==> config.mk <==
export PLATFORM = sky130hd
export DESIGN_NAME = scqp_ctrl
export DESIGN_NICKNAME = d
export VERILOG_FILES = /design/src/rtl/scqp_pkg.sv /design/src/rtl/scqp_ctrl.sv
export SDC_FILE = /design/constraint.sdc
export NUM_CORES = 1
export LEC_CHECK = 0
export ABC_AREA = 0
export BUFFER_PORTS_ARGS = -buffer_cell sky130_fd_sc_hd__buf_2
export CORE_AREA = 2 2 39 41
export CTS_CLUSTER_DIAMETER = 50
export DETAILED_ROUTE_END_ITERATION = 7
export DIE_AREA = 0 0 41 43
export PLACE_DENSITY = 0.52
export SLEW_MARGIN = 5
export SYNTH_ARGS = -nofsm -noshare
export SYNTH_HDL_FRONTEND = slang
export SYNTH_SLANG_ARGS = --single-unit
==> constraint.sdc <==
create_clock -name clock -period 2.2 [get_ports clock]
set_clock_uncertainty 0.05 [all_clocks]
set_input_delay 0.44 -clock clock [delete_from_list [all_inputs] [get_ports clock]]
set_output_delay 0.44 -clock clock [all_outputs]
set_load 0.01 [all_outputs]
==> src/rtl/scqp_pkg.sv <==
`default_nettype none

package scqp_pkg;

   localparam int QUEUE_DEPTH     = 32;
   localparam int STORE_ADDR_BITS = 14;
   localparam int STORE_DEPTH     = 1 << STORE_ADDR_BITS;
   localparam int PTR_W           = $clog2(QUEUE_DEPTH);
   localparam int COUNT_W         = $clog2(QUEUE_DEPTH + 1);
   localparam int OP_W            = 2;
   localparam int START_W         = 14;
   localparam int LEN_W           = 15;
   localparam int BYTE_W          = 8;
   localparam int QUEUED_W        = 6;

   localparam logic [OP_W-1:0] OP_TICK    = 2'd0;
   localparam logic [OP_W-1:0] OP_ENQUEUE = 2'd1;
   localparam logic [OP_W-1:0] OP_LOAD    = 2'd2;

   typedef struct packed {
      logic [OP_W-1:0]    op;
      logic [START_W-1:0] clip_start;
      logic [LEN_W-1:0]   clip_length;
      logic [BYTE_W-1:0]  load_byte;
   } req_type;

   typedef struct packed {
      logic [BYTE_W-1:0]   level;
      logic                level_new;
      logic                clip_done;
      logic                idle;
      logic [QUEUED_W-1:0] queued;
      logic                rejected;
   } rsp_type;

   typedef struct packed {
      logic capture;
      logic fetch;
      logic commit;
      logic play;
      logic pop;
      logic push;
      logic reject;
      logic store;
   } cmd_type;

   typedef struct packed {
      logic [OP_W-1:0] op;
      logic            ring_empty;
      logic            ring_full;
      logic            sample_left;
   } sts_type;

endpackage

`default_nettype wire

==> src/rtl/scqp_ctrl.sv <==
`default_nettype none

module scqp_ctrl (
   input  wire               clock,
   input  wire               reset,
   input  wire               req_valid,
   output logic              req_ready,
   output logic              rsp_valid,
   input  wire               rsp_ready,
   input  scqp_pkg::sts_type sts,
   output scqp_pkg::cmd_type cmd
);
   import scqp_pkg::*;

   localparam logic [1:0] S_IDLE  = 2'd0;
   localparam logic [1:0] S_DESC  = 2'd1;
   localparam logic [1:0] S_FETCH = 2'd2;

   logic [1:0] state_ff, state_in;
   logic       rsp_valid_ff, rsp_valid_in;

   always_comb begin
      state_in     = state_ff;
      rsp_valid_in = rsp_valid_ff;
      cmd          = '0;
      if (rsp_valid_ff && rsp_ready) begin
         rsp_valid_in = 1'b0;
      end
      case (state_ff)
         S_IDLE: begin
            if (req_valid) begin
               cmd.capture = 1'b1;
               state_in    = S_DESC;
            end
         end
         S_DESC: begin
            cmd.fetch = 1'b1;
            state_in  = S_FETCH;
         end
         S_FETCH: begin
            // hold until the result register is free
            if (!rsp_valid_ff || rsp_ready) begin
               cmd.commit   = 1'b1;
               rsp_valid_in = 1'b1;
               state_in     = S_IDLE;
               case (sts.op)
                  OP_TICK: begin
                     if (!sts.ring_empty) begin
                        cmd.play = sts.sample_left;
                        cmd.pop  = !sts.sample_left;
                     end
                  end
                  OP_ENQUEUE: begin
                     cmd.reject = sts.ring_full;
                     cmd.push   = !sts.ring_full;
                  end
                  OP_LOAD: begin
                     cmd.store = 1'b1;
                  end
                  default: begin
                  end
               endcase
            end
         end
         default: begin
            state_in = S_IDLE;
         end
      endcase
   end

   always_ff @(posedge clock) begin
      if (reset) begin
         state_ff     <= S_IDLE;
         rsp_valid_ff <= 1'b0;
      end else begin
         state_ff     <= state_in;
         rsp_valid_ff <= rsp_valid_in;
      end
   end

   assign req_ready = (state_ff == S_IDLE);
   assign rsp_valid = rsp_valid_ff;

endmodule

`default_nettype wire

# ---- Yosys cells after proc, flatten, opt, wreduce, memory -nomap -nowiden
# Cells that the tools add are included.
# W data, S select, Z words.
dict set report word_totals {
  inputBits 9
  register_bits 3
  word_cells 31
}
dict set report op_classes {
  eq_ne 6
  reduce_logical 8
  muxes 15
}
# cell n
set op_table {}
lappend op_table {{$mux W6} 2}
lappend op_table {{$mux W2} 5}
lappend op_table {{$mux W1} 7}
lappend op_table {{$pmux W2 S3} 1}
lappend op_table {{$eq A2 B1 Y1 const B} 2}
lappend op_table {{$eq A2 B2 Y1 const B} 2}
lappend op_table {{$logic_not A2 Y1} 2}
lappend op_table {{$ne A2 B2 Y1 const B} 2}
lappend op_table {{$logic_not A1 Y1} 3}
lappend op_table {{$reduce_and A2 Y1} 1}
lappend op_table {{$logic_and A1 B1 Y1} 1}
lappend op_table {{$logic_or A1 B1 Y1} 1}

# ---- Longest topological paths before layout
# Gate-level depths: netlist of the first run.
dict set report depth {
  depth_word 5
  ltp_mapped 2
  mapped_depth_nobuf 2
}

# ---- Least setup slack after synthesis of the first run
# Ideal clock, no wire load.
dict set report synth_timing {
  kind {input to output}
  start {input port sts[3] (netlist bit)}
  end {output port cmd[3] (netlist bit)}
  stages 2
  t_arrival_ps 1150
  n_path_buf 0
  required_time_ps 1710
  setup_slack_ps 560
  cell_sequence {or4_1 nor3_2}
}
# element line
set synth_rtl {}
lappend synth_rtl {{start: declaration} scqp_ctrl.sv:10} ;# input scqp_pkg::sts_type sts,
lappend synth_rtl {{end: declaration} scqp_ctrl.sv:11} ;# output scqp_pkg::cmd_type cmd

==> results of run 1 <==
path summary, 6_finish.rpt:
check | startpoint | to | slack, ns | depth (start not counted)
worst min-delay path | reset | rsp_valid | 0.35 | 2
worst max register to register | rsp_valid | state_ff[1] | 1.32 | 2
worst min register to register | rsp_valid | rsp_valid | 0.43 | 2
worst max-delay path | sts[3] | cmd[3] | 0.38 | 4
sequential cells by signal (all words and copies together) (netlist names):
register / count
state_ff: 2
rsp_valid: 1
worst max-delay path: stages:
cell    delay [ns]
buf_2         0.11
or4_1         0.53
nor3_2        0.10
buf_2         0.14
per-layer routing:
layer	GRT usage (%)	wire length [um]	part of all wire, %	vias to the layer above
met5	0	0	0	-
met3	3.14	34	6.4	0
li1	-	-	-	127
met4	8.00	0	0	0
met1	6.41	223	42	112
met2	10.6	274	52	11
cells in the mapped netlist:
| master | instances | area [um^2] |
|---|---|---|
| nor2_1 | 2 | 7.51 |
| a21oi_1 | 1 | 5.00 |
| nor4_1 | 1 | 6.26 |
| nor3b_1 | 1 | 7.51 |
| nor4b_1 | 2 | 17.5 |
| nand2b_1 | 1 | 6.26 |
| nor4bb_1 | 1 | 10.0 |
| dfxtp_1 | 3 | 60.1 |
| or4_1 | 1 | 7.51 |
| nor2b_1 | 3 | 18.8 |
| or2b_1 | 1 | 7.51 |
| or4b_1 | 1 | 10.0 |
| nor3_2 | 2 | 20.0 |
| nand2b_2 | 1 | 8.76 |
| o21ba_2 | 1 | 10.0 |
cells by family (layout without fill, tap and decap cells):
kind of cell | after synthesis | after routing
buffers and inverters | 0 | 22
flip-flops | 3 | 3
AND/OR/NAND/NOR | 17 | 17
AO/OA/AOI/OAI | 2 | 2
stage by stage:
step	worst slack, ns	cells	power [mW]	utilization, %
finish	0.377	60	0.185	24.5
global placement	0.375	56	0.0918	22.6
global route	0.283	60	0.202	24.5
floorplan	0.560	22	0.0755	-
CTS	0.376	60	0.192	24.5
detailed placement	0.376	56	0.0922	22.6
where the power goes:
| group | internal (mW) | switching, mW | leakage, nW |
|---|---|---|---|
| Clock | 0.0678 | 0.0267 | 0.0150 |
| Sequential | 0.0573 | 0.00260 | 0.0246 |
| Combinational | 0.0163 | 0.0146 | 0.116 |
final cells by class:
cell class,instances,area (um^2)
Fill cell,165,1040
Multi-Input combinational cell,19,143
Timing Repair Buffer,18,90.1
Sequential cell,3,60.1
Clock buffer,4,26.3
Tap cell,16,20.0
==> impl_metrics.env, run 1 <==
export IMPL_insertion_delay_ns=0.23
export IMPL_holdBufCountCts=0
export IMPL_clk_pin_slew_ns=0.04
export IMPL_max_slew_margin_pct=67.5
export IMPL_cts_root_buf="clkbuf_4"
export IMPL_die_w_um=41
export IMPL_cp_end_kind="output pin"
export IMPL_timing_fmax_mhz=549
export IMPL_synthCells=22
export IMPL_mostFrequentLayoutCell="buf_2"
export IMPL_worstMarginPinSlew_ns=0.487
export IMPL_wl_per_cell_um=8.87
export IMPL_drtPass1Iterations=2
export IMPL_finalSetupTns_ns=0
export IMPL_drv_slew=0
export IMPL_avgViaCountPerCell=4.17
export IMPL_synthAdderAreaFrac_pct=0
export IMPL_drtAntennaViolNets=0
export IMPL_status="complete, no violations"
export IMPL_dp_final_hpwl_um=423
export IMPL_wirelength_um=532
export IMPL_synthSimpleGateAreaFrac_pct=63.0
export IMPL_clkSinkCount=3
export IMPL_cp_start_kind="input port"
export IMPL_track_usage_pct=7.22
export IMPL_grt_max_degree=8
export IMPL_finalHoldViolCount=0
export IMPL_dieHeight_um=43
export IMPL_synth_compound_area_share_pct=7.41
export IMPL_seq_area_frac_synth_pct=29.6
export IMPL_clk_path_buf_depth=2
export IMPL_antenna_found_initial=0
export IMPL_grt_pass1_wl_um=814
export IMPL_setup_viol=0
export IMPL_fin_nets=54
export IMPL_critPathKind="in -> out"
export IMPL_vias=250
export IMPL_grt_setup_unrepaired="no"
export IMPL_max_vdd_ir_drop_v=0.000211
export IMPL_muxShareOfSynthArea_pct=0
export IMPL_power_leakage_nw=0.155
export IMPL_cts_resized=0
export IMPL_netlist_area_um2=203
export IMPL_dieArea_mm2=0.00176
export IMPL_cp_required_ns=1.71
export IMPL_grt_ovfl_total=0
export IMPL_synth_top_family_by_area="simple AND/OR/NAND/NOR gates"
export IMPL_hold_class="in -> reg"
export IMPL_syn_nets=31
export IMPL_gp_congestion=0.535
export IMPL_crit_fanout=4
export IMPL_post_dp_cell_area_um2=313
export IMPL_route_detailed_drc=0
export IMPL_cts_tree="built"
export IMPL_synth_xor_xnor_area_share_pct=0
export IMPL_synthToLayoutAreaGrowth_pct=67.3
export IMPL_io_buffers=18
export IMPL_start_util_pct=14.6
export IMPL_arrival_ns=1.33
export IMPL_yosysWarnings=0
export IMPL_syn_area_per_cell_um2=9.21
export IMPL_fin_hold_ws_ns=0.353
export IMPL_io_pins=19
export IMPL_final_cell_mix="buf_2 (18), nor2b_1 (3), clkbuf_4 (3), dfxtp_1 (3)"
export IMPL_core_mm2=0.00138
export IMPL_grt_pass1_vias=239
export IMPL_cts_setup_buffers=0
export IMPL_final_area_um2=339
export IMPL_layout_drive_gt1_share_pct=56.8
export IMPL_antennaDiodeCount=0
export IMPL_period_share_pct=82.9
export IMPL_fin_crit_ns=1.82
export IMPL_synth_seq_cells=3
export IMPL_htree_num_levels=1
export IMPL_cap_violations=0
export IMPL_synth_cell_type_count=15
export IMPL_numCtsBuffers=3
export IMPL_drtIter0Drc=2
export IMPL_power_density_mw_per_mm2=546
export IMPL_rows=14
Note: power is estimated with default switching activity, not from simulation.
==> run 2, diff against run 1 <==
--- a/config.mk
+++ b/config.mk
@@ -5,13 +5,13 @@
 export SDC_FILE = /design/constraint.sdc
 export NUM_CORES = 1
 export LEC_CHECK = 0
-export ABC_AREA = 0
+export ABC_AREA = 1
 export BUFFER_PORTS_ARGS = -buffer_cell sky130_fd_sc_hd__buf_2
 export CORE_AREA = 2 2 39 41
 export CTS_CLUSTER_DIAMETER = 50
 export DETAILED_ROUTE_END_ITERATION = 7
 export DIE_AREA = 0 0 41 43
-export PLACE_DENSITY = 0.52
+export PLACE_DENSITY = 0.54
 export SLEW_MARGIN = 5
 export SYNTH_ARGS = -nofsm -noshare
 export SYNTH_HDL_FRONTEND = slang
==> constraint.sdc (replaced) <==
create_clock -name clock -period 1.7 [get_ports clock]
set_clock_uncertainty 0.05 [all_clocks]
set_input_delay 0.34 -clock clock [delete_from_list [all_inputs] [get_ports clock]]
set_output_delay 0.34 -clock clock [all_outputs]
set_load 0.01 [all_outputs]
==> impl_metrics.env, run 2 <==
export IMPL_max_stage_delay_ns=0.30
export IMPL_crit_fanout=6
export IMPL_max_vdd_ir_drop_v=0.000143
export IMPL_core_mm2=0.00138
export IMPL_final_cell_mix="buf_2 (18), inv_1 (10), nand2_1 (6)"
export IMPL_arrival_ns=1.09
export IMPL_power_leakage_nw=0.205
export IMPL_grt_pass1_vias=227
export IMPL_route_detailed_drc=0
export IMPL_wl_met3_um=43
export IMPL_vias=270
export IMPL_cp_end_kind="output pin"
export IMPL_cts_tree="built"
export IMPL_dieArea_mm2=0.00176
export IMPL_avgViaCountPerCell=3.70
export IMPL_slowest_stage="dfxtp_1"
export IMPL_yosysWarnings=0
export IMPL_layout_drive_gt1_share_pct=52.6
export IMPL_seq_area_frac_synth_pct=26.1
export IMPL_cts_resized=0
export IMPL_drv_slew=0
export IMPL_hold_start="reset"
export IMPL_fin_ws_ns=0.223
export IMPL_fin_crit_ns=1.48
export IMPL_synthToLayoutAreaGrowth_pct=59.2
export IMPL_min_path_cells=2
export IMPL_holdBufCountCts=0
export IMPL_r2r_slack_ns=0.89
export IMPL_critPathKind="reg -> out"
export IMPL_synth_most_common_cell="inv_1"
export IMPL_mostFrequentLayoutCell="buf_2"
export IMPL_io_buffers=18
export IMPL_power_density_mw_per_mm2=674
export IMPL_synthArstFlopShare_pct=0
export IMPL_netlist_area_um2=230
export IMPL_rows=14
export IMPL_io_pins=19
export IMPL_cp_required_ns=1.31
export IMPL_cts_root_buf="clkbuf_4"
export IMPL_whs_endpoint="state_ff[1]"
export IMPL_synth_top_cell_area_share_pct=26.1
export IMPL_grt_setup_unrepaired="no"
export IMPL_clk_path_buf_depth=2
export IMPL_yosysTopAreaCell="dfxtp_1"
export IMPL_period_share_pct=86.9
export IMPL_multi_input_area_um2=129
export IMPL_drtIter0Drc=0
export IMPL_r2r_end="state_ff[1]"
export IMPL_drtAntennaViolNets=0
export IMPL_synth_edf_count=0
export IMPL_finalHoldViolCount=0
export IMPL_synth_cell_type_count=13
export IMPL_place_ws_ns=0.376
export IMPL_grt_pass1_wl_um=786
export IMPL_dr_wl_met2_um=283
export IMPL_regMostFlops="state_ff"
export IMPL_status="complete, no violations"
export IMPL_finalSetupTns_ns=0
export IMPL_grt_max_degree=7
export IMPL_register_area_um2=60.1
export IMPL_drtPass1Iterations=1
export IMPL_wl_per_cell_um=7.27
export IMPL_worstReg2RegStart="state_ff[1]"
export IMPL_clkSinkCount=3
export IMPL_wirelength_um=531
export IMPL_insertion_delay_ns=0.23
export IMPL_timing_fmax_mhz=677
export IMPL_setup_viol=0
export IMPL_htree_num_levels=1
export IMPL_antenna_found_initial=0
export IMPL_cts_setup_buffers=0
export IMPL_fill_cells=162
export IMPL_syn_nets=44
export IMPL_grt_ovfl_total=0
export IMPL_gp_congestion=0.554
export IMPL_highest_layer="met3"
export IMPL_synth_area_leaders="dfxtp_1 (26%), inv_1 (16%), nor3_2 (13%), nand2_1 (9.8%), nor2_1 (6.5%)"
export IMPL_synth_seq_cells=3
export IMPL_worstMarginPinSlew_ns=0.149
export IMPL_cap_violations=0
export IMPL_max_slew_margin_pct=90.1
export IMPL_numCtsBuffers=3
export IMPL_syn_area_per_cell_um2=6.58
export IMPL_yosys_top_cells_count="inv_1 (10), nand2_1 (6), nor2_1 (4)"
export IMPL_clk_pin_slew_ns=0.04
export IMPL_largest_register_ffs=2
export IMPL_hold_class="in -> reg"
export IMPL_synthCells=35
export IMPL_drt_met1_wl_um=204
export IMPL_fin_nets=67
export IMPL_track_usage_pct=7.11
export IMPL_start_util_pct=16.6
export IMPL_synth_main_ff_cell="dfxtp_1"
export IMPL_antennaDiodeCount=0
export IMPL_cp_start_kind="flop"
export IMPL_path_cells="inv_1, nor2_4, nand2_4, nor3_2, buf_2"
export IMPL_rr_worst_depth=4
export IMPL_die_w_um=41
export IMPL_dieHeight_um=43
[run 2: changes by cell type after synthesis, moves of 2 or more]
cell | before | now
inv_1 | 0 | 10
nand2_1 | 0 | 6
nor2_1 | 2 | 4
nor2b_1 | 3 | 0
nor4b_1 | 2 | 0
nor2_2 | 0 | 2
[run 2: power breakdown]
| group | internal, mW | switching (mW) |
|---|---|---|
| registers | 0.0741 | 0.00249 |
| logic | 0.0196 | 0.0273 |
| clock network | 0.0879 | 0.0358 |
[run 2: kinds of logic after synthesis]
kind of cell	Yosys count	synth area share, %
buf+inv	11	17.9
simple gates	19	50.0
flops	3	26.1
compound gates	2	5.98
[run 2: stage by stage]
step	instances	power (mW)	hold WS, ns	instance area [um^2]	utilization, %
after CTS	73	0.257	0.262	367	26.5
after floorplan	35	0.103	0.352	230	-
after global placement	69	0.125	0.493	340	24.6
after detailed placement	69	0.125	0.498	340	24.6
after global routing	73	0.265	0.262	367	26.5
final	73	0.247	0.261	367	26.5
[run 2: worst max-delay path: cells and delay by family (launching register included)]
kind / cells / cell delay (ns)
and+or+nand+nor: 3 / 0.34
buffers and inverters: 2 / 0.22
DFF: 1 / 0.30
[run 2: metal layers]
metal	up-vias	track usage, %
li1	145	-
met1	118	6.07
met2	7	10.3
met3	0	4.71
met4	0	6.67
met5	-	0
[run 2: layout make-up]
class,instances,share of cell area (%)
clock buffers,4,7.17
well taps,16,5.46
repair buffers,18,24.6
flip-flops and latches,3,16.4
inverters,11,11.3
multi-input cells,21,35.2
[run 2: how the worst max path moves through the flow]
stage,cells past startpoint,to,slack (ns),start
after global placement,6,cmd[0],0.40,rsp_ready
after global routing,5,cmd[0],0.15,state_ff[1]
after floorplan,3,cmd[0],0.58,rsp_valid
final,5,cmd[1],0.22,state_ff[1]
after detailed placement,6,cmd[1],0.38,rsp_ready
after CTS,5,cmd[1],0.20,state_ff[1]
==> run 3, diff against run 2 <==
--- a/config.mk
+++ b/config.mk
@@ -7,11 +7,12 @@
 export LEC_CHECK = 0
 export ABC_AREA = 1
 export BUFFER_PORTS_ARGS = -buffer_cell sky130_fd_sc_hd__buf_2
-export CORE_AREA = 2 2 39 41
+export CELL_PAD_IN_SITES_DETAIL_PLACEMENT = 1
+export CELL_PAD_IN_SITES_GLOBAL_PLACEMENT = 2
+export CORE_UTILIZATION = 15
 export CTS_CLUSTER_DIAMETER = 50
 export DETAILED_ROUTE_END_ITERATION = 7
-export DIE_AREA = 0 0 41 43
-export PLACE_DENSITY = 0.54
+export PLACE_DENSITY = 0.81
 export SLEW_MARGIN = 5
 export SYNTH_ARGS = -nofsm -noshare
 export SYNTH_HDL_FRONTEND = slang
==> impl_metrics.env, run 3 (same netlist as run 2, synthesis figures left out) <==
export IMPL_cts_tree="built"
export IMPL_dieHeight_um=41.2
export IMPL_drtIter0Drc=7
export IMPL_status="complete, no violations"
export IMPL_grt_max_degree=7
export IMPL_clkSinkCount=3
export IMPL_met3_usage_pct=4.89
export IMPL_top_usage_layer="met2"
export IMPL_core_mm2=0.00137
export IMPL_finalSetupTns_ns=0
export IMPL_max_slew_margin_pct=89.3
export IMPL_power_density_mw_per_mm2=688
export IMPL_avgViaCountPerCell=3.88
export IMPL_final_cell_mix="buf_2 (18), inv_1 (10), nand2_1 (6)"
export IMPL_worstMarginPinSlew_ns=0.161
export IMPL_drv_slew=0
export IMPL_critPathKind="reg -> out"
export IMPL_rows=13
export IMPL_io_buffers=18
export IMPL_cts_root_buf="clkbuf_4"
export IMPL_combPwrFrac_pct=19.0
export IMPL_cts_resized=0
export IMPL_vias=279
export IMPL_fin_crit_ns=1.49
export IMPL_track_usage_pct=9.89
export IMPL_power_leakage_nw=0.205
export IMPL_path_cells="inv_1, nor2_4, nand2_4, nor3_2, buf_2"
export IMPL_period_share_pct=87.6
export IMPL_max_vdd_ir_drop_v=0.000430
export IMPL_antennaDiodeCount=0
export IMPL_start_util_pct=16.8
export IMPL_clk_pin_slew_ns=0.04
export IMPL_gp_congestion=0.707
export IMPL_insertion_delay_ns=0.23
export IMPL_layout_drive_gt1_share_pct=52.6
export IMPL_switchingPower_uw=69.7
export IMPL_die_w_um=41.2
export IMPL_hold_class="in -> reg"
export IMPL_gr_usage_met1_pct=10.9
export IMPL_crit_fanout=6
export IMPL_cp_start_kind="flop"
export IMPL_grt_setup_unrepaired="no"
export IMPL_synthToLayoutAreaGrowth_pct=58.7
export IMPL_fin_hold_ws_ns=0.260
export IMPL_final_cells=72
export IMPL_holdBufCountCts=0
export IMPL_grt_pass1_wl_um=1010
export IMPL_swShare_pct=27.7
export IMPL_fin_nets=67
export IMPL_timing_fmax_mhz=672
export IMPL_cp_required_ns=1.31
export IMPL_p_seq_share_pct=30.6
export IMPL_route_detailed_drc=0
export IMPL_htree_num_levels=1
export IMPL_setup_viol=0
export IMPL_clk_path_buf_depth=2
export IMPL_wirelength_um=642
export IMPL_cp_end_kind="output pin"
export IMPL_regMostFlops="state_ff"
export IMPL_dieArea_mm2=0.00170
export IMPL_dp_cells=68
export IMPL_drtPass1Iterations=2
export IMPL_largest_register_ffs=2
export IMPL_p_clk_share_pct=50.4
export IMPL_antenna_found_initial=0
export IMPL_cts_setup_buffers=0
export IMPL_io_pins=19
export IMPL_internal_power_uw=182
export IMPL_drtAntennaViolNets=0
export IMPL_max_stage_delay_ns=0.31
export IMPL_numCtsBuffers=3
export IMPL_arrival_ns=1.10
export IMPL_mostFrequentLayoutCell="buf_2"
export IMPL_wl_per_cell_um=8.92
export IMPL_grt_pass1_vias=240
export IMPL_grt_util_met2_pct=14.5
export IMPL_cap_violations=0
export IMPL_grt_ovfl_total=0
export IMPL_slowest_stage="dfxtp_1"
export IMPL_finalHoldViolCount=0
export IMPL_dp_final_hpwl_um=533
## run 3: power by group through the flow
stage,clock network [mW],logic (mW),registers (mW)
finish,0.127,0.0478,0.0770
detailed placement,0,0.0485,0.0782
floorplan,0,0.0251,0.0779
global placement,0,0.0470,0.0780
CTS,0.132,0.0487,0.0771
global route,0.140,0.0541,0.0775
## run 3: final timing paths
path / cells past startpoint / to / slack [ns] / from
worst max register to register: 4 / state_ff[1] / 0.88 / state_ff[1]
worst max-delay path: 5 / cmd[1] / 0.21 / state_ff[1]
worst min register to register: 2 / state_ff[1] / 0.51 / state_ff[0]
worst min-delay path: 2 / state_ff[1] / 0.26 / reset
## run 3: cell type report
type                            instances  area, um^2
Tap cell                               15        18.8
Fill cell                             197        1000
Sequential cell                         3        60.1
Timing Repair Buffer                   18        90.1
Multi-Input combinational cell         21         129
Clock buffer                            4        26.3
Inverter                               11        41.3
## run 3: through the flow
step | area [um^2] | setup slack (ns) | utilization (%) | total power [mW]
final | 365 | 0.211 | 26.7 | 0.252
after global routing | 365 | 0.0841 | 26.7 | 0.271
after CTS | 365 | 0.189 | 26.7 | 0.258
after detailed placement | 339 | 0.383 | 24.8 | 0.127
after global placement | 339 | 0.382 | 24.8 | 0.125
after floorplan | 230 | 0.578 | - | 0.103
## run 3: critical path: cells and delay by family (launching register included)
| kind | cells | cell delay (ns) |
|---|---|---|
| buffers and inverters | 2 | 0.23 |
| flip-flops | 1 | 0.31 |
| AND/OR/NAND/NOR | 3 | 0.33 |
## run 3: per-layer routing
metal | wire (um) | up-vias
li1 | - | 145
met1 | 267 | 125
met2 | 336 | 9
met3 | 37 | 0
met4 | 0 | 0
met5 | 0 | -
